$ cat src/rtl/srgbok_pkg.sv
// Shared types, constants and the sRGB linearization table for the sRGB to OKLCH converter.
package srgbok_pkg;

	localparam int CORDIC_STAGES_DEF = 16;
	localparam int ATAN_ENTRIES      = 24;

	localparam int LIN_W      = 25;
	localparam int VAL_W      = 29;
	localparam int COEF_W     = 36;
	localparam int CBRT_BITS  = 25;
	localparam int SQRT_CELLS = 26;
	localparam int ROOT_W     = SQRT_CELLS;
	localparam int RAD_W      = 2 * SQRT_CELLS;
	localparam int REM_W      = SQRT_CELLS + 3;
	localparam int XY_W       = 28;
	localparam int ANG_W      = 32;
	localparam int ROW_LAT    = 5;
	localparam int MAG_W      = 62;
	localparam int QUO_W      = 28;
	localparam int RECIP_SH   = 62;
	localparam int PIX_W      = 8;

	localparam longint unsigned Q24_ONE   = 64'd16777216;
	localparam longint unsigned COEF_DEN  = 64'd10000000000;
	localparam longint unsigned COEF_HALF = COEF_DEN / 2;
	localparam longint unsigned RECIP     = (64'd1 << RECIP_SH) / COEF_DEN;

	localparam logic signed [ANG_W-1:0] ANG_180 = 32'sd754974720;
	localparam logic signed [ANG_W-1:0] ANG_360 = 32'sd1509949440;
	localparam logic [15:0] HUE_FULL = 16'd23040;

	typedef logic signed [VAL_W-1:0]  val_t;
	typedef logic signed [COEF_W-1:0] coef_t;
	typedef coef_t coef_row_t [3];
	typedef coef_row_t mat_t [3];
	typedef logic [LIN_W-1:0] lin_tab_t [256];
	typedef logic signed [ANG_W-1:0] atan_tab_t [ATAN_ENTRIES];

	localparam mat_t MAT_LMS = '{
		'{36'sd4122214708, 36'sd5363325363, 36'sd514459929},
		'{36'sd2119034982, 36'sd6806995451, 36'sd1073969566},
		'{36'sd883024619,  36'sd2817188376, 36'sd6299787005}
	};

	localparam mat_t MAT_LAB = '{
		'{36'sd2104542553,  36'sd7936177850,  -36'sd40720468},
		'{36'sd19779984951, -36'sd24285922050, 36'sd4505937099},
		'{36'sd259040371,   36'sd7827717662,  -36'sd8086757660}
	};

	localparam atan_tab_t ATAN_TAB = '{
		32'sd188743680, 32'sd111421900, 32'sd58872272, 32'sd29884485,
		32'sd15000234, 32'sd7507429, 32'sd3754631, 32'sd1877430,
		32'sd938729, 32'sd469366, 32'sd234683, 32'sd117342,
		32'sd58671, 32'sd29335, 32'sd14668, 32'sd7334,
		32'sd3667, 32'sd1833, 32'sd917, 32'sd458,
		32'sd229, 32'sd115, 32'sd57, 32'sd29
	};

	function automatic logic [LIN_W-1:0] lin_of(input int unsigned v);
		longint unsigned vv, t, t2, lo, hi, mid, p2, p4, p5;
		vv = 64'(v);
		if (vv <= 64'd10) begin
			return LIN_W'((vv * 64'd10 * Q24_ONE + 64'd16473) / 64'd32946);
		end
		t  = (((64'd1000 * vv + 64'd14025) << 24) + 64'd134512) / 64'd269025;
		t2 = (t * t + (64'd1 << 23)) >> 24;
		lo = 64'd0;
		hi = Q24_ONE;
		while (lo < hi) begin
			mid = (lo + hi + 64'd1) >> 1;
			p2  = (mid * mid) >> 24;
			p4  = (p2 * p2) >> 24;
			p5  = (p4 * mid) >> 24;
			if (p5 <= t2) begin
				lo = mid;
			end else begin
				hi = mid - 64'd1;
			end
		end
		return LIN_W'((t2 * lo + (64'd1 << 23)) >> 24);
	endfunction

	function automatic lin_tab_t lin_tab_build();
		lin_tab_t tab;
		for (int i = 0; i < 256; i++) begin
			tab[i] = lin_of(i);
		end
		return tab;
	endfunction

	localparam lin_tab_t LIN_TAB = lin_tab_build();

endpackage

$ cat src/rtl/srgbok_cbrt_cell.sv
// Cube root cell: settles one result bit over two stages.
module srgbok_cbrt_cell #(
	parameter int BIT = 0
) (
	input  logic                             clk,
	input  logic                             en,
	input  srgbok_pkg::val_t                 x_in,
	input  logic [srgbok_pkg::CBRT_BITS-1:0] y_in,
	output srgbok_pkg::val_t                 x_out,
	output logic [srgbok_pkg::CBRT_BITS-1:0] y_out
);

	localparam int YW = srgbok_pkg::CBRT_BITS;

	logic [YW-1:0]    cand;
	logic [2*YW-1:0]  sq_full;
	logic [YW-1:0]    cand_s1;
	logic [YW:0]      sq_s1;
	logic [YW-1:0]    y_s1;
	srgbok_pkg::val_t x_s1;
	logic [2*YW:0]    cube_full;
	logic [YW+1:0]    cube;
	logic [YW-1:0]    y_s2;
	srgbok_pkg::val_t x_s2;

	always_comb begin
		cand      = y_in | (YW'(1) << BIT);
		sq_full   = (2*YW)'(cand) * (2*YW)'(cand);
		cube_full = (2*YW+1)'(sq_s1) * (2*YW+1)'(cand_s1);
		cube      = cube_full[2*YW:24];
	end

	always_ff @(posedge clk) begin
		if (en) begin
			cand_s1 <= cand;
			sq_s1   <= sq_full[2*YW-1:24];
			y_s1    <= y_in;
			x_s1    <= x_in;
			y_s2    <= ($signed({2'b00, cube}) <= x_s1) ? cand_s1 : y_s1;
			x_s2    <= x_s1;
		end
	end

	assign x_out = x_s2;
	assign y_out = y_s2;

endmodule

$ cat config.mk
export PLATFORM = sky130hd
export DESIGN_NAME = srgbok_cbrt_cell
export DESIGN_NICKNAME = d
export VERILOG_FILES = /design/src/rtl/srgbok_pkg.sv /design/src/rtl/srgbok_cbrt_cell.sv
export SDC_FILE = /design/constraint.sdc
export NUM_CORES = 2
export LEC_CHECK = 0
export BUFFER_PORTS_ARGS = -buffer_cell sky130_fd_sc_hd__buf_2
export CAP_MARGIN = 20
export CORE_MARGIN = 10
export CORE_UTILIZATION = 65
export CTS_BUF_LIST = sky130_fd_sc_hd__clkbuf_4 sky130_fd_sc_hd__clkbuf_8
export DETAILED_ROUTE_END_ITERATION = 10
export PLACE_DENSITY = 0.83
export SYNTH_ARGS = -nofsm -noshare
export SYNTH_HDL_FRONTEND = slang
export SYNTH_SLANG_ARGS = --single-unit
$ cat constraint.sdc
create_clock -name clk -period 14.13 [get_ports clk]
set_clock_uncertainty 0.05 [all_clocks]
set_input_delay 0 -clock clk [delete_from_list [all_inputs] [get_ports clk]]
set_output_delay 0 -clock clk [all_outputs]
set_load 0.01 [all_outputs]
Word level (Yosys, flattened, before mapping)
Cells that the tools add are included.
{ "totals": {"word_cells": 11, "in_bits": 56, "reg_bits": 158} }
{ "op_classes": {"order_cmp": 1, "muxes": 1, "n_mul": 2} }
{ "op_table": {"columns": ["cell", "count"], "rows": [
  ["$mul A26 B25 Y51", 1],
  ["$mul A25 B25 Y50", 1],
  ["$le A28 B29 Y1", 1],
  ["$mux W25", 1]
]} }

Longest topological paths before layout
{ "depth": {"ltp_word": 3, "ltp_mapped": 33} }

Worst setup path after synthesis
OpenSTA, ideal clock, no wires.
{ "synth_timing": {"path_kind": "flip-flop to flip-flop", "from": "register, netlist name y_s1[4]", "to": "register y_s2[0], in the netlist y_out[0] (data pin)", "path_stages_with_launch": 33, "t_required_ps": 13948, "path_buffers": 2, "synth_period_minus_slack_ps": 7755, "setup_ps": 132, "t_arrival_ps": 7573, "setup_slack_ps": 6375, "path_cell_list": "edfxtp_1 clkbuf_1 clkbuf_1 nand2_1 fa_1 inv_1 fa_1 inv_1 fa_1 inv_1 fa_1 inv_1 fa_1 inv_1 fa_1 fa_1 ha_1 nand4_1 nor2_1 o311a_1 o21ai_0 a41oi_2 o21ai_2 and2b_1 o21bai_1 xor2_1 ha_1 a21o_1 a21o_1 a21oi_1 o21ai_0 a221o_1 nand2_1"} }
{ "synth_lines": {"columns": ["element", "line_no", "source"], "rows": [
  ["to (signal assigned)", "srgbok_cbrt_cell.sv:39", "y_s2 <= ($signed({2'b00, cube}) <= x_s1) ? cand_s1 : y_s1;"],
  ["to (decl)", "srgbok_cbrt_cell.sv:23", "logic [YW-1:0] y_s2;"]
]} }

==> results.yml <==
outcome:
  outcome: "finished clean"
timing:
  slew_viol_final: 0
  tns_ns: 0
  max_freq_mhz: 112
  rsz0062_at_grt: "no"
  timing_worst_slew_pin_value_ns: 1.09
  setup_violations: 0
  period_needed_ns: 8.91
  finalHoldViolCount: 0
  fin_crit_sh: 0.631
  slew_headroom: 0.275
synthesis:
  synthArstFlopShare: 0
  syn-num-nets: 5722
  synth.most_common_cell: "inv_1"
  synthFlopType: "edfxtp_1"
  ys_types: 69
  synth_enable_flop_cells: 134
  synth_top_area_share: 0.486
  syn_avg_cell_area_um2: 9.78
  syn_area_um2: 41700
  ys_ff_latch: 134
  yosys_warnings: 0
  ys_top_cells_by_count: "inv_1 (1,173), fa_1 (1,013), nand2_1 (473)"
  seq_area_frac_synth: 0.0965
  synthTopCellsByArea: "fa_1 (49%), ha_1 (12%), inv_1 (11%)"
  yosys.area.top_type: "fa_1"
  synthCells: 4263
global_routing:
  grt_max_degree: 75
  track_usage: 0.276
  grt_antenna_before_repair: 0
  grt_pass1_vias: 32400
  grt_first_pass_wirelength_um: 162000
  overflow: 0
clock_network:
  cts.htree.levels: 4
  cts_max_path_buffers: 2
  clk_pin_slew_ns: 0.09
  tritoncts: "built"
  clk_latency_ns: 0.55
  postCtsResizedCells: 0
  clkSinkCount: 134
  clockRootBuffer: "clkbuf_8"
  cts_buffers: 17
placement:
  port_buffers: 109
  placed_area_um2: 42900
  hpwl_um: 77800
  gp_congestion: 0.921
detailed_routing:
  ant_nets: 0
  dr.pass1.iters: 6
  wl_um: 98700
  viasPerCell: 5.62
  post_drt_wl_per_cell_um: 19.1
  vias: 29000
  drc: 0
  drtIter0Drc: 1980
cells_and_area:
  syn2layout_area_growth_pct: 4.88
  fillCellCount: 4587
  final_area_um2: 43700
  nNetsFinal: 5753
  drive_above_1_share: 0.0453
  diodes: 0
hold_path:
  hold_path.class: "input port to register"
die:
  ioPinCount: 110
  fp.coreArea_um2: 63300
  dieArea_um2: 74700
  start_util: 0.659
  fp.dieH_um: 273
  rows: 92
  die_w_um: 273
worst_setup_path:
  worstSetupStartpointType: "register"
  critPathRequiredTime_ns: 14.37
  cpMostUsedCell: "fa_1"
  cp_max_fo: 27
  crit_family: "adder cells"
  cp.arrival_ns: 9.15
  critical_path_class: "register to register"
  cp-end-kind: "register"
  max_stage_delay_ns: 1.01
  cp.buffers_inverters: 5
  crit_slowest_cell: "edfxtp_1"
run:
  cap_violations: 0
## registers in the layout, summed over array words and instances (netlist names)
| name | cells |
|---|---|
| y_s1 | 25 |
| x_out | 29 |
| x_s1 | 29 |
| y_out | 25 |
| sq_s1 | 26 |
## metrics by stage
step	hold slack [ns]	worst slack [ns]	utilization	cells
after floorplan	0.0489	6.38	-	4263
after global placement	0.126	5.60	0.677	5072
after detailed placement	0.128	5.34	0.677	5072
after CTS	0.0124	5.34	0.691	5153
after global routing	0.0390	4.85	0.691	5153
final	0.0795	5.22	0.691	5153
## placed cells by master (no fill, tap or decap), drive strengths merged, types with 14 or more instances in the layout
cell and instances:
inv 1183, fa 1013, nand2 473, and2 418, ha 390, buf 139
edfxtp 134, nor2 96, a21oi 85, a21o 51, dlygate4sd3 49, o21ai 41
xnor2 40, xor2 20, nand3 18, nand4 18, clkbuf 17, clkinv 14
## cells by family after synthesis
logic type | count (synthesis) | share of synthesized area
XOR/XNOR | 60 | 0.0126
AND/OR/NAND/NOR | 1064 | 0.125
AO/OA/AOI/OAI | 240 | 0.0396
buffers and inverters | 1359 | 0.122
flip-flops | 134 | 0.0965
adder cells (fa/ha/maj) | 1403 | 0.603
other | 1 | 0.0000899
multiplexers | 2 | 0.000510
## final cells by class
| type | count | area, um2 | share of cell area |
|---|---|---|---|
| clock buffer | 17 | 234 | 0.00535 |
| clock inverter | 15 | 140 | 0.00320 |
| inverter | 1183 | 4440 | 0.102 |
| multi-input combinational | 2770 | 32600 | 0.745 |
| sequential | 134 | 4020 | 0.0920 |
| tap | 846 | 1060 | 0.0242 |
| timing repair buffer | 188 | 1270 | 0.0290 |
## timing repair
action / in CTS / in global routing
setup buffers: 0 / 0
endpoints found under the hold margin: 121 / 0
hold buffers: 49 / 0
## path summary, 6_finish.rpt
check | slack (ns) | endpoint | from | depth (start not counted)
worst max-delay path | 5.22 | y_out[0] | y_s1[6] | 28
worst max register to register | 5.22 | y_out[0] | y_s1[6] | 28
worst min-delay path | 0.08 | y_s1[7] | y_in[7] | 1
worst min register to register | 0.40 | x_out[3] | x_s1[3] | 0
## per-layer routing
| layer | vias up | share of wire | GRT usage |
|---|---|---|---|
| met5 | - | 0 | 0.00131 |
| met4 | 0 | 0.059 | 0.152 |
| met3 | 364 | 0.079 | 0.0498 |
| met2 | 1321 | 0.50 | 0.466 |
| met1 | 14800 | 0.36 | 0.333 |
| li1 | 12500 | - | - |
## worst register-to-register path, delay by kind of cell, from the launching register on
kind,cells,cell delay (ns)
adders and majority gates,9,4.08
buffers and inverters,5,0.26
xor gates and xnor gates,1,0.11
and+or+nand+nor,7,1.29
AOI/OAI and AO/OA,6,1.87
DFF,1,1.01
Power is not shown: default switching activity piles up to over one toggle a cycle in this logic, so the estimate is an artifact.
