--- src/rtl/srgbok_pkg.sv ---
// Shared types, constants and the sRGB linearization table for the sRGB to OKLCH converter.
package srgbok_pkg;

	localparam int CORDIC_STAGES_DEF = 16;
	localparam int ATAN_ENTRIES      = 24;

	localparam int LIN_W      = 25;
	localparam int VAL_W      = 29;
	localparam int COEF_W     = 36;
	localparam int CBRT_BITS  = 25;
	localparam int SQRT_CELLS = 26;
	localparam int ROOT_W     = SQRT_CELLS;
	localparam int RAD_W      = 2 * SQRT_CELLS;
	localparam int REM_W      = SQRT_CELLS + 3;
	localparam int XY_W       = 28;
	localparam int ANG_W      = 32;
	localparam int ROW_LAT    = 5;
	localparam int MAG_W      = 62;
	localparam int QUO_W      = 28;
	localparam int RECIP_SH   = 62;
	localparam int PIX_W      = 8;

	localparam longint unsigned Q24_ONE   = 64'd16777216;
	localparam longint unsigned COEF_DEN  = 64'd10000000000;
	localparam longint unsigned COEF_HALF = COEF_DEN / 2;
	localparam longint unsigned RECIP     = (64'd1 << RECIP_SH) / COEF_DEN;

	localparam logic signed [ANG_W-1:0] ANG_180 = 32'sd754974720;
	localparam logic signed [ANG_W-1:0] ANG_360 = 32'sd1509949440;
	localparam logic [15:0] HUE_FULL = 16'd23040;

	typedef logic signed [VAL_W-1:0]  val_t;
	typedef logic signed [COEF_W-1:0] coef_t;
	typedef coef_t coef_row_t [3];
	typedef coef_row_t mat_t [3];
	typedef logic [LIN_W-1:0] lin_tab_t [256];
	typedef logic signed [ANG_W-1:0] atan_tab_t [ATAN_ENTRIES];

	localparam mat_t MAT_LMS = '{
		'{36'sd4122214708, 36'sd5363325363, 36'sd514459929},
		'{36'sd2119034982, 36'sd6806995451, 36'sd1073969566},
		'{36'sd883024619,  36'sd2817188376, 36'sd6299787005}
	};

	localparam mat_t MAT_LAB = '{
		'{36'sd2104542553,  36'sd7936177850,  -36'sd40720468},
		'{36'sd19779984951, -36'sd24285922050, 36'sd4505937099},
		'{36'sd259040371,   36'sd7827717662,  -36'sd8086757660}
	};

	localparam atan_tab_t ATAN_TAB = '{
		32'sd188743680, 32'sd111421900, 32'sd58872272, 32'sd29884485,
		32'sd15000234, 32'sd7507429, 32'sd3754631, 32'sd1877430,
		32'sd938729, 32'sd469366, 32'sd234683, 32'sd117342,
		32'sd58671, 32'sd29335, 32'sd14668, 32'sd7334,
		32'sd3667, 32'sd1833, 32'sd917, 32'sd458,
		32'sd229, 32'sd115, 32'sd57, 32'sd29
	};

	function automatic logic [LIN_W-1:0] lin_of(input int unsigned v);
		longint unsigned vv, t, t2, lo, hi, mid, p2, p4, p5;
		vv = 64'(v);
		if (vv <= 64'd10) begin
			return LIN_W'((vv * 64'd10 * Q24_ONE + 64'd16473) / 64'd32946);
		end
		t  = (((64'd1000 * vv + 64'd14025) << 24) + 64'd134512) / 64'd269025;
		t2 = (t * t + (64'd1 << 23)) >> 24;
		lo = 64'd0;
		hi = Q24_ONE;
		while (lo < hi) begin
			mid = (lo + hi + 64'd1) >> 1;
			p2  = (mid * mid) >> 24;
			p4  = (p2 * p2) >> 24;
			p5  = (p4 * mid) >> 24;
			if (p5 <= t2) begin
				lo = mid;
			end else begin
				hi = mid - 64'd1;
			end
		end
		return LIN_W'((t2 * lo + (64'd1 << 23)) >> 24);
	endfunction

	function automatic lin_tab_t lin_tab_build();
		lin_tab_t tab;
		for (int i = 0; i < 256; i++) begin
			tab[i] = lin_of(i);
		end
		return tab;
	endfunction

	localparam lin_tab_t LIN_TAB = lin_tab_build();

endpackage

--- src/rtl/srgbok_sqrt_cell.sv ---
// Square root cell: takes two radicand bits and settles one root bit.
module srgbok_sqrt_cell #(
	parameter int PAIR = 0
) (
	input  logic                          clk,
	input  logic                          en,
	input  logic [srgbok_pkg::RAD_W-1:0]  rad_in,
	input  logic [srgbok_pkg::REM_W-1:0]  rem_in,
	input  logic [srgbok_pkg::ROOT_W-1:0] root_in,
	output logic [srgbok_pkg::RAD_W-1:0]  rad_out,
	output logic [srgbok_pkg::REM_W-1:0]  rem_out,
	output logic [srgbok_pkg::ROOT_W-1:0] root_out
);

	localparam int RW = srgbok_pkg::REM_W;
	localparam int TW = srgbok_pkg::ROOT_W;

	logic [RW-1:0] rem_sh;
	logic [RW-1:0] trial;
	logic          take;
	logic [srgbok_pkg::RAD_W-1:0] rad_q;
	logic [RW-1:0] rem_q;
	logic [TW-1:0] root_q;

	always_comb begin
		rem_sh = {rem_in[RW-3:0], rad_in[2*PAIR+1 -: 2]};
		trial  = {1'b0, root_in, 2'b01};
		take   = (rem_sh >= trial);
	end

	always_ff @(posedge clk) begin
		if (en) begin
			rad_q  <= rad_in;
			rem_q  <= take ? (rem_sh - trial) : rem_sh;
			root_q <= {root_in[TW-2:0], take};
		end
	end

	assign rad_out  = rad_q;
	assign rem_out  = rem_q;
	assign root_out = root_q;

endmodule

--- config.mk ---
export PLATFORM = sky130hd
export DESIGN_NAME = srgbok_sqrt_cell
export DESIGN_NICKNAME = d
export VERILOG_FILES = /design/src/rtl/srgbok_pkg.sv /design/src/rtl/srgbok_sqrt_cell.sv
export SDC_FILE = /design/constraint.sdc
export NUM_CORES = 1
export LEC_CHECK = 0
export ABC_AREA = 1
export BUFFER_PORTS_ARGS = -buffer_cell sky130_fd_sc_hd__buf_4
export CORE_MARGIN = 3
export CORE_UTILIZATION = 40
export CTS_BUF_LIST = sky130_fd_sc_hd__clkbuf_4
export DETAILED_ROUTE_END_ITERATION = 10
export PLACE_DENSITY = 0.75
export SLEW_MARGIN = 20
export SYNTH_ARGS = -nofsm -noshare
export SYNTH_HDL_FRONTEND = slang
export SYNTH_SLANG_ARGS = --single-unit
--- constraint.sdc ---
create_clock -name clk -period 2.87 [get_ports clk]
set_input_delay 0.574 -clock clk [delete_from_list [all_inputs] [get_ports clk]]
set_output_delay 0.574 -clock clk [all_outputs]
set_load 0.02 [all_outputs]
=== Yosys cells after proc, flatten, opt, wreduce, memory -nomap -nowiden ===
Cells that the tools add are included.

* $lt $le $gt $ge: 1
* Muxes and demuxes: 1
* $add $sub $neg: 1

{| class="wikitable"
|+ Operator list
! kind !! count
|-
| greater-or-equal comparator 29 x 28 -> 1 bit || 1
|-
| 2-to-1 mux 29 bit || 1
|-
| subtractor 29 x 28 -> 29 bit || 1
|}

* Output and inout bits: 107
* Bits of input ports: 109
* Register bits after elaboration: 107
* Logic and storage cells: 6

=== Logic depth before layout (Yosys ltp) ===
Gate-level depths: netlist of the first run.

* Word-level depth: 2
* Gate-level depth with buffers: 16
* Mapped depth without buffers: 15

=== Worst setup path after synthesis of the first run ===
OpenSTA, ideal clock, no wires.

* Kind: input to register
* From: input port root_in[10] in the netlist's numbering
* To: register rem_q[23] (netlist: rem_out[23]) (data pin)
* Stages on the path: 14
* Required time: 2.617 ns
* Buffers on the path: 1
* Data arrival time: 1.881 ns
* Library setup time: 0.253 ns
* Setup slack: 0.736 ns
* Cells stage by stage: inv_1 > ha_1 > nand2_1 > nor2_2 > nand2_1 > inv_1 > nand2_1 > nand2_1 > nand2_2 > nand2_8 > inv_6 > buf_6 > nand2_2 > nand2_1

* Longest elaborated chain between the ends: 2
* Elaborated cells between the ends (all ways): 3
* Those cells by class: add/sub: 1; order compare: 1; mux: 1

{| class="wikitable"
|+ RTL lines
! element !! RTL line !! text
|-
| start: declaration || srgbok_sqrt_cell.sv:9 || <nowiki>input logic [srgbok_pkg::ROOT_W-1:0] root_in,</nowiki>
|-
| subtractor 29 x 28 -> 29 bit / greater-or-equal comparator 29 x 28 -> 1 bit (equally long branches) || srgbok_sqrt_cell.sv:34, srgbok_sqrt_cell.sv:28 ||
|-
| 2-to-1 mux 29 bit (*) || srgbok_sqrt_cell.sv:34 || <nowiki>rem_q <= take ? (rem_sh - trial) : rem_sh;</nowiki>
|-
| end signal: assignment || srgbok_sqrt_cell.sv:34 ||
|-
| end: declaration || srgbok_sqrt_cell.sv:22 || <nowiki>logic [RW-1:0] rem_q;</nowiki>
|}

Every way passes the cells marked *; elsewhere a longest branch is shown, timed or not.
A chain may end at the register's enable or synchronous reset.

=== Final worst setup path of the first run ===
* From: input port rem_in[23] in the netlist's numbering
* To: register rem_q[20] (netlist: rem_out[20]) (data pin)

* Longest elaborated chain between the ends: 2

{| class="wikitable"
|+ RTL lines
! element !! RTL line !! text
|-
| start: declaration || srgbok_sqrt_cell.sv:8 || <nowiki>input logic [srgbok_pkg::REM_W-1:0] rem_in,</nowiki>
|-
| greater-or-equal comparator 29 x 28 -> 1 bit || srgbok_sqrt_cell.sv:28 || <nowiki>take = (rem_sh >= trial);</nowiki>
|-
| 2-to-1 mux 29 bit || srgbok_sqrt_cell.sv:34 ||
|}

No other way between the ends.

==> results of run 1 <==
[power by group]
| part | internal [mW] | switching (mW) | total, mW |
|---|---|---|---|
| Sequential | 1.90 | 0.0413 | 1.94 |
| Combinational | 0.457 | 0.671 | 1.13 |
| Clock | 0.298 | 0.575 | 0.873 |
| Total | 2.66 | 1.29 | 3.95 |
[stage by stage]
step | hold slack, ns | area (µm²) | util [%] | std cells | setup WS, ns
finish | 0.240 | 7890 | 55.8 | 1090 | 0.769
floorplan | 0.673 | 5920 | - | 684 | 0.736
global placement | 0.752 | 7720 | 54.5 | 1074 | 0.248
detailed placement | 0.753 | 7720 | 54.5 | 1074 | 0.255
CTS | 0.195 | 7890 | 55.8 | 1090 | 0.804
global route | 0.172 | 7890 | 55.8 | 1090 | 0.541
[layout make-up]
class / count / share of cell area [%]
Sequential cell: 107 / 40.7
Multi-Input combinational cell: 431 / 26.9
Timing Repair Buffer: 215 / 20.6
Inverter: 141 / 6.77
Tap cell: 180 / 2.85
Clock inverter: 7 / 1.36
Clock buffer: 9 / 0.856
[path summary, 6_finish.rpt]
path | startpoint | endpoint | slack, ns | depth (start not counted)
hold / removal | rad_in[44] | rad_out[44] | 0.24 | 1
setup / recovery | rem_in[23] | rem_out[20] | 0.77 | 11
[metal layers]
metal	global-route usage, %	wire [µm]
met5	0	0
met4	5.12	225
met1	24.7	6690
met2	32.1	7350
met3	4.75	1140
[cell usage after synthesis (2+ instances only)]
| library cell | count | area share (%) |
|---|---|---|
| a21oi_1 | 13 | 1.1 |
| buf_6 | 4 | 0.76 |
| edfxtp_1 | 107 | 54 |
| ha_1 | 28 | 5.9 |
| inv_1 | 135 | 8.6 |
| inv_2 | 5 | 0.32 |
| nand2_1 | 266 | 17 |
| nand2_2 | 19 | 2.0 |
| nand3_1 | 31 | 2.6 |
| nand3b_1 | 5 | 0.63 |
| nand4_1 | 5 | 0.53 |
| nor2_1 | 34 | 2.2 |
| nor2_2 | 8 | 0.85 |
| o21ai_0 | 2 | 0.17 |
| o21ai_1 | 2 | 0.17 |
| xor2_1 | 14 | 2.1 |
[state kept, by name, summed over array words and instances (netlist names)]
register  flops
root_out     26
rem_out      29
rad_out      52
[cell families after synthesis]
kind of cell               share of synthesized area [%]
xor gates and xnor gates                            2.22
buffers and inverters                               9.91
and+or+nand+nor                                     26.1
AOI/OAI and AO/OA                                   1.59
adders and majority gates                           5.92
DFF                                                 54.3
[cells in the final DEF (no fill, tap or decap)]
cell type and n:
nand2_1 266, buf_4 214, inv_1 135, edfxtp_1 107, nor2_1 34, nand3_1 31
ha_1 28, nand2_2 19, xor2_1 14, a21oi_1 13, clkbuf_4 9, nor2_2 8
inv_2 5, nand3b_1 5, nand4_1 5, clkinv_8 3, o21ai_0 2, o21ai_1 2
inv_6 2, nor3_1 1, nand2_8 1, xnor2_1 1, a21oi_2 1, clkinv_4 1
inv_8 1, bufinv_16 1, buf_12 1
==> run summary, run 1 <==
Unrepaired setup endpoints after global routing -> no
Initial antenna violation count -> 0
Synthesized flop and latch total -> 107
Avg WL per Cell -> 14.1 µm
Status -> finished, final reports clean
Gpl congestion -> 0.902
Fillers -> 1,344
Total area of sequential cells -> 3210 µm²
HPWL Detailed -> 12,400 µm
CTS Root Cell -> clkbuf_4
Syn Area/Cell -> 8.65 µm²
Mapped Cells -> 684
Final ANT Viol Nets -> 0
Total core area -> 14,100 µm²
CP cell instances -> buf_4 > ha_1 > nand2_1 > nor3_1 > nand2_1 > a21oi_1 > nor2_2 > nand2_8 > inv_6 > nand2_1 > nand2_1
Final hold vios -> 0
Setup crit start kind -> input port
Top cell by count, worst path -> nand2_1
Post-synth cell types -> 22
DRT iter0 DRCs -> 339
Max-slew headroom -> 60.2%
Crit. End Element -> register
Global-route wire length before repair -> 24,200 µm
Drc violations -> 0
Kind of critical path -> in -> reg
Hold Path Class -> in -> reg
Max-cap violation count -> 0
Seq/Total Area, Yosys -> 54.3%
Crit-path slowest cell -> ha_1
Ys Warns -> 0
Post-CTS sizing -> 0
Num CTS Buffers -> 9
Buffers on Ports -> 213
Gr ovfl total -> 0
Worst-Margin Slew -> 0.597 ns
Total Neg Setup Slack -> 0 ns
Crit Path Max Fanout -> 28
Vias -> 4,922
Total track usage -> 19.1%
IO Pins -> 216
Largest net degree at the start of global routing -> 108
ANT cells -> 0
Largest stage delay, worst path -> 0.35 ns
Minimum clock period -> 2.10 ns
Effective utilization at floorplan -> 41.8%
Peak supply drop -> 0.231 mV
P per Cell Area -> 500 nW/µm²
Leak -> 4.09 nW
WP buf/inv -> 2
Data required, critical path -> 3.12 ns
Syn nets -> 821
DRT Wirelength -> 15,400 µm
CTS tree -> yes
Synth Cell Area -> 5920 µm²
Die area -> 16,300 µm²
Layout Nets -> 1,042
Main synth FF type -> edfxtp_1
# setup viols final -> 0
Area Growth Syn to Fin -> 33.4%
Via density -> 4.52
CTS clk-pin slew, worst paths -> 0.19 ns
CTS Sinks -> 107
Maximum clock rate -> 476 MHz
Hold_buf cts -> 0
Number of synthesized flops with an enable pin -> 107
Asr flop ratio synth -> 0%
Cell Rows -> 43
Post-CTS Repair Setup Buffers -> 0
Slew Limit Fails -> 0
Worst-case clock buffer depth -> 2
Cell family with most CP delay -> simple AND/OR/NAND/NOR gates
Pre-Repair DR Iteration Count -> 4
Chip height -> 128 µm
Overall power -> 3.95 mW
Die X -> 128 µm
Final cycle utilization of the critical path -> 73.2%
Multi-input gate area -> 2120 µm²
H-tree depth -> 3
Critical Path AT -> 2.35 ns
Share of layout cells above drive strength 1 -> 29.2%
Vias in the first global route -> 4,769
Power figures use the tool's default switching activity.
==> inputs of run 2 (changes only) <==
--- a/config.mk
+++ b/config.mk
@@ -5,13 +5,13 @@
 export SDC_FILE = /design/constraint.sdc
 export NUM_CORES = 1
 export LEC_CHECK = 0
-export ABC_AREA = 1
+export ABC_AREA = 0
 export BUFFER_PORTS_ARGS = -buffer_cell sky130_fd_sc_hd__buf_4
 export CORE_MARGIN = 3
 export CORE_UTILIZATION = 40
 export CTS_BUF_LIST = sky130_fd_sc_hd__clkbuf_4
 export DETAILED_ROUTE_END_ITERATION = 10
-export PLACE_DENSITY = 0.75
+export PLACE_DENSITY = 0.76
 export SLEW_MARGIN = 20
 export SYNTH_ARGS = -nofsm -noshare
 export SYNTH_HDL_FRONTEND = slang
==> constraint.sdc (replaced) <==
create_clock -name clk -period 2 [get_ports clk]
set_input_delay 0.4 -clock clk [delete_from_list [all_inputs] [get_ports clk]]
set_output_delay 0.4 -clock clk [all_outputs]
set_load 0.02 [all_outputs]
==> run summary, run 2 <==
Adder-cell share of the synthesized area -> 6.61%
Crit-path slowest cell -> a221o_1
Crit Path Max Fanout -> 9
DRT Wirelength -> 15,500 µm
Cell Rows -> 41
Mapped Cells -> 386
CTS Root Cell -> clkbuf_4
Initial antenna violation count -> 0
Peak supply drop -> 0.320 mV
Simple-gate portion of the synthesized area -> 7.13%
CTS tree -> yes
Setup WS post-layout -> -0.219 ns
Chip height -> 121 µm
H-tree depth -> 3
Final ANT Viol Nets -> 0
Most frequent cells in the layout -> 315 x buf_4, 107 x edfxtp_1, 31 x inv_1
Seq/Total Area, Yosys -> 60.7%
Synthesized flop and latch total -> 107
Post-synth cell types -> 51
Total Neg Setup Slack -> -4.59 ns
Buffers on Ports -> 213
Main synth FF type -> edfxtp_1
IO Pins -> 216
Syn nets -> 523
Top-count cell post-synth -> edfxtp_1
Synth area leader -> edfxtp_1
Worst-Margin Slew -> 0.380 ns
Via density -> 4.95
Pre-Repair DR Iteration Count -> 4
Compound-gate portion of the synthesized area -> 12.3%
P per Cell Area -> 720 nW/µm²
Number of synthesized flops with an enable pin -> 107
Crit. End Element -> register
Kind of critical path -> in -> reg
Main combinational cell family by area after synthesis -> compound AO/OA/AOI/OAI gates
Maximum clock rate -> 451 MHz
Die area -> 14,700 µm²
Overall power -> 5.99 mW
Area Growth Syn to Fin -> 57.2%
Failing checks -> negative setup slack
Unrepaired setup endpoints after global routing -> yes
Avg WL per Cell -> 17.5 µm
Max reg flops -> 52
Largest cells by area after synthesis -> edfxtp_1 61%, ha_1 6.6%, mux2_4 5.1%, xnor2_1 2.8%, a21oi_1 2.6%
ANT cells -> 0
Yosys top cell area share -> 60.7%
Global-route wire length before repair -> 23,800 µm
Share of layout cells above drive strength 1 -> 56.7%
Minimum clock period -> 2.22 ns
Ys Warns -> 0
Data required, critical path -> 2.27 ns
Final cycle utilization of the critical path -> 111%
Worst-case clock buffer depth -> 2
Max-slew headroom -> 74.6%
Hold Path Class -> in -> reg
# setup viols final -> 29
Leak -> 3.73 nW
CTS Sinks -> 107
Mux cell area share after synthesis -> 5.72%
Most common cell after layout, fill and taps aside -> buf_4
Layout Nets -> 850
Synth Cell Area -> 5300 µm²
DRT iter0 DRCs -> 285
Effective utilization at floorplan -> 41.5%
Post-DP Area -> 8030 µm²
Setup crit start kind -> input port
Vias -> 4,402
Max-cap violation count -> 0
Largest stage delay, worst path -> 0.34 ns
Drc violations -> 0
Total core area -> 12,800 µm²
Largest net degree at the start of global routing -> 34
CTS clk-pin slew, worst paths -> 0.18 ns
Slew Limit Fails -> 0
Gpl congestion -> 0.805
Xor and xnor area share after synthesis -> 3.80%
Total track usage -> 21.0%
Die X -> 121 µm
CP cell instances -> buf_8 > inv_8 > ha_4 > a21o_1 > a221o_1 > buf_6 > nor3_4 > o311ai_4 > nand4_4 > and2_4 > inv_8 > mux2_4
Gr ovfl total -> 0
Asr flop ratio synth -> 0%
Top cell by count, worst path -> inv_8
HPWL Detailed -> 12,100 µm
Status -> finished with violations
Final instance area -> 8330 µm²
Vias in the first global route -> 4,592
Commonest cells post-synth -> 107 x edfxtp_1, 34 x inv_1, 28 x ha_1
Num CTS Buffers -> 9
Syn Area/Cell -> 13.7 µm²
Final core utilization -> 65.2%
Critical Path AT -> 2.49 ns
Final hold vios -> 0
==> run 2: changes by cell type after synthesis, sizes merged, moves of 13 or more <==
cell   change
nor2      -28
inv      -106
nand3     -21
a21oi     +13
mux2      +20
xnor2     +16
nand2    -272
o21ai     +19
==> run 2: repair_timing <==
item	in CTS	in global routing
endpoints found under the setup margin	28	30
endpoints found under the hold margin	0	0
hold buffers	0	0
setup buffers	3	1
pin swaps	3	2
cloned	2	0
resized for setup	15	14
==> run 2: power breakdown <==
group / switching, mW / internal [mW] / leakage, nW
combinational: 0.978 / 1.03 / 2.60
sequential: 0.0689 / 2.74 / 1.05
clock: 0.790 / 0.393 / 0.0798
==> run 2: worst max-delay path, delay by kind of cell <==
family,cells,cell delay (ns)
AO/OA/AOI/OAI,3,0.62
adder cells (fa/ha/maj),1,0.24
buffers and inverters,4,0.34
multiplexers,1,0.30
AND/OR/NAND/NOR,3,0.56
==> run 2: cell type report <==
class | instances | area [µm²]
clock buffers | 9 | 67.6
inverters | 35 | 164
well taps | 172 | 215
fillers | 996 | 4450
repair inverters | 2 | 20.0
clock inverters | 7 | 76.3
repair buffers | 320 | 2440
flip-flops and latches | 107 | 3210
multi-input cells | 238 | 2130
==> run 2: worst paths after layout <==
check	startpoint	endpoint	slack, ns	cells past startpoint
worst max-delay path	root_in[4]	rem_out[23]	-0.22	12
worst min-delay path	root_in[1]	root_out[2]	0.06	1
==> run 2: cell families after synthesis <==
| logic type | after synthesis |
|---|---|
| compound gates | 97 |
| fa+ha+maj | 28 |
| xor+xnor | 23 |
| mux | 21 |
| simple gates | 69 |
| flops | 107 |
| buf+inv | 41 |
==> run 2: per-layer routing <==
metal	global-route usage, %	up-vias	part of all wire [%]
met1	23.9	2092	39
met2	37.6	173	51
li1	-	2112	-
met4	8.22	0	2.4
met5	0	-	0
met3	5.17	25	7.4
==> run 2: stage by stage <==
stage | hold WS (ns) | instances | setup slack, ns
after CTS | 0.0369 | 890 | -0.184
after global routing | 0.0186 | 890 | -0.255
after floorplan | 0.499 | 386 | -0.696
final | 0.0623 | 890 | -0.219
after global placement | 0.579 | 870 | -0.785
after detailed placement | 0.579 | 870 | -0.848
==> inputs of run 3 (changes only) <==
--- a/config.mk
+++ b/config.mk
@@ -12,6 +12,7 @@
 export CTS_BUF_LIST = sky130_fd_sc_hd__clkbuf_4
 export DETAILED_ROUTE_END_ITERATION = 10
 export PLACE_DENSITY = 0.76
+export REMOVE_ABC_BUFFERS = 1
 export SLEW_MARGIN = 20
 export SYNTH_ARGS = -nofsm -noshare
 export SYNTH_HDL_FRONTEND = slang
==> run summary, run 3 (synthesized netlist as in run 2, its figures left out) <==
Drc violations -> 0
Fillers -> 926
Maximum clock rate -> 461 MHz
Status -> finished with violations
Metal3 WL -> 1120 µm
Total track usage -> 21.3%
Crit. End Element -> register
Top cell by count, worst path -> and2_4
Avg WL per Cell -> 17.4 µm
Total area of sequential cells -> 3210 µm²
Leak -> 3.90 nW
Area Growth Syn to Fin -> 65.9%
CTS Sinks -> 107
Cell family with most CP delay -> simple AND/OR/NAND/NOR gates
Total Neg Setup Slack -> -3.01 ns
Worst-case clock buffer depth -> 2
Met2 Routed Length -> 8230 µm
Crit Path Max Fanout -> 6
Most common cell after layout, fill and taps aside -> buf_4
WP buf/inv -> 3
Buffers on Ports -> 213
Cell Rows -> 41
Unrepaired setup endpoints after global routing -> yes
Failing checks -> negative setup slack
CTS clk-pin slew, worst paths -> 0.17 ns
Post-DP Area -> 7910 µm²
Vias -> 4,531
Num CTS Buffers -> 9
HP Start -> rad_in[44]
Worst-Margin Slew -> 0.397 ns
Multi-input gate area -> 2300 µm²
Vias in the first global route -> 4,666
DRT iter0 DRCs -> 274
HPWL Detailed -> 11,600 µm
Final cycle utilization of the critical path -> 108%
# setup viols final -> 24
Largest stage delay, worst path -> 0.34 ns
Via density -> 4.96
Setup WS post-layout -> -0.169 ns
Setup crit start kind -> input port
Slew Limit Fails -> 0
Initial antenna violation count -> 1
CTS tree -> yes
Critical Path AT -> 2.40 ns
Hold_buf cts -> 0
Share of layout cells above drive strength 1 -> 61.1%
Max-slew headroom -> 73.3%
Worst path depth -> 11
H-tree depth -> 3
Gr ovfl total -> 0
Layout Nets -> 874
Final hold vios -> 0
Hold Path Depth -> 1
CTS Root Cell -> clkbuf_4
Final instance area -> 8790 µm²
IO Pins -> 216
Met1 wire length -> 6050 µm
Most frequent cells in the layout -> 322 x buf_4, 107 x edfxtp_1, 22 x inv_1
Max reg flops -> 52
Minimum clock period -> 2.17 ns
Worst hold endpoint -> rad_out[44]
Peak supply drop -> 0.290 mV
Top Metal Used -> met4
Crit-path slowest cell -> o311ai_4
Data required, critical path -> 2.23 ns
Largest net degree at the start of global routing -> 63
Die area -> 14,700 µm²
DRT Wirelength -> 15,900 µm
Total core area -> 12,800 µm²
Effective utilization at floorplan -> 41.5%
Chip height -> 121 µm
P per Cell Area -> 696 nW/µm²
Hold Path Class -> in -> reg
CP cell instances -> buf_4 > ha_4 > and3_4 > and2_4 > nand3_4 > o311ai_4 > nand4_4 > and2_4 > buf_12 > inv_12 > mux2_4
Kind of critical path -> in -> reg
Max-cap violation count -> 0
Global-route wire length before repair -> 24,100 µm
Pre-Repair DR Iteration Count -> 4
Final ANT Viol Nets -> 0
Gpl congestion -> 0.859
Die X -> 121 µm
## run 3: what timing repair did
item,CTS,global route
buffers inserted,14,7
pin swaps,19,26
gates resized for setup,70,55
endpoints found under the setup margin,28,30
gates cloned,3,0
## run 3: power breakdown
part	total (mW)	switching [mW]	internal (mW)
clock	1.14	0.750	0.391
sequential	2.80	0.0638	2.74
combinational	2.17	1.04	1.14
total	6.11	1.85	4.27
## run 3: through the flow
step	util (%)	hold WS (ns)	std cells	setup slack (ns)	total power, mW
2_1_floorplan	-	0.499	380	-0.738	3.76
3_3_place_gp	61.9	0.578	876	-0.824	4.71
3_5_place_dp	61.9	0.579	876	-0.883	4.75
4_1_cts	66.8	0.0532	907	-0.118	6.05
5_1_grt	68.8	0.0393	914	-0.237	6.41
6_report	68.8	0.0863	914	-0.169	6.11
## run 3: final cells by class
cell class	count	share of cell area, %
Timing Repair inverter	3	0.555
Sequential cell	107	36.5
Inverter	35	1.78
Antenna cell	1	0.0285
Timing Repair Buffer	343	30.9
Tap cell	172	2.45
Clock buffer	9	0.769
Clock inverter	6	0.854
Multi-Input combinational cell	238	26.2
## run 3: worst max-delay path by stage
stage	from	to	slack (ns)
finish	rem_in[14]	rem_out[11]	-0.17
global route	root_in[0]	rem_out[19]	-0.24
CTS	root_in[0]	rem_out[11]	-0.12
detailed placement	root_in[0]	rem_out[3]	-0.88
global placement	rem_in[4]	rem_out[3]	-0.82
floorplan	root_in[0]	rem_out[3]	-0.74
## run 3: routing by layer
metal	global-route usage (%)	vias to the layer above
met5	0	-
met4	9.99	0
met3	4.52	36
met2	38.5	190
met1	23.9	2146
li1	-	2159
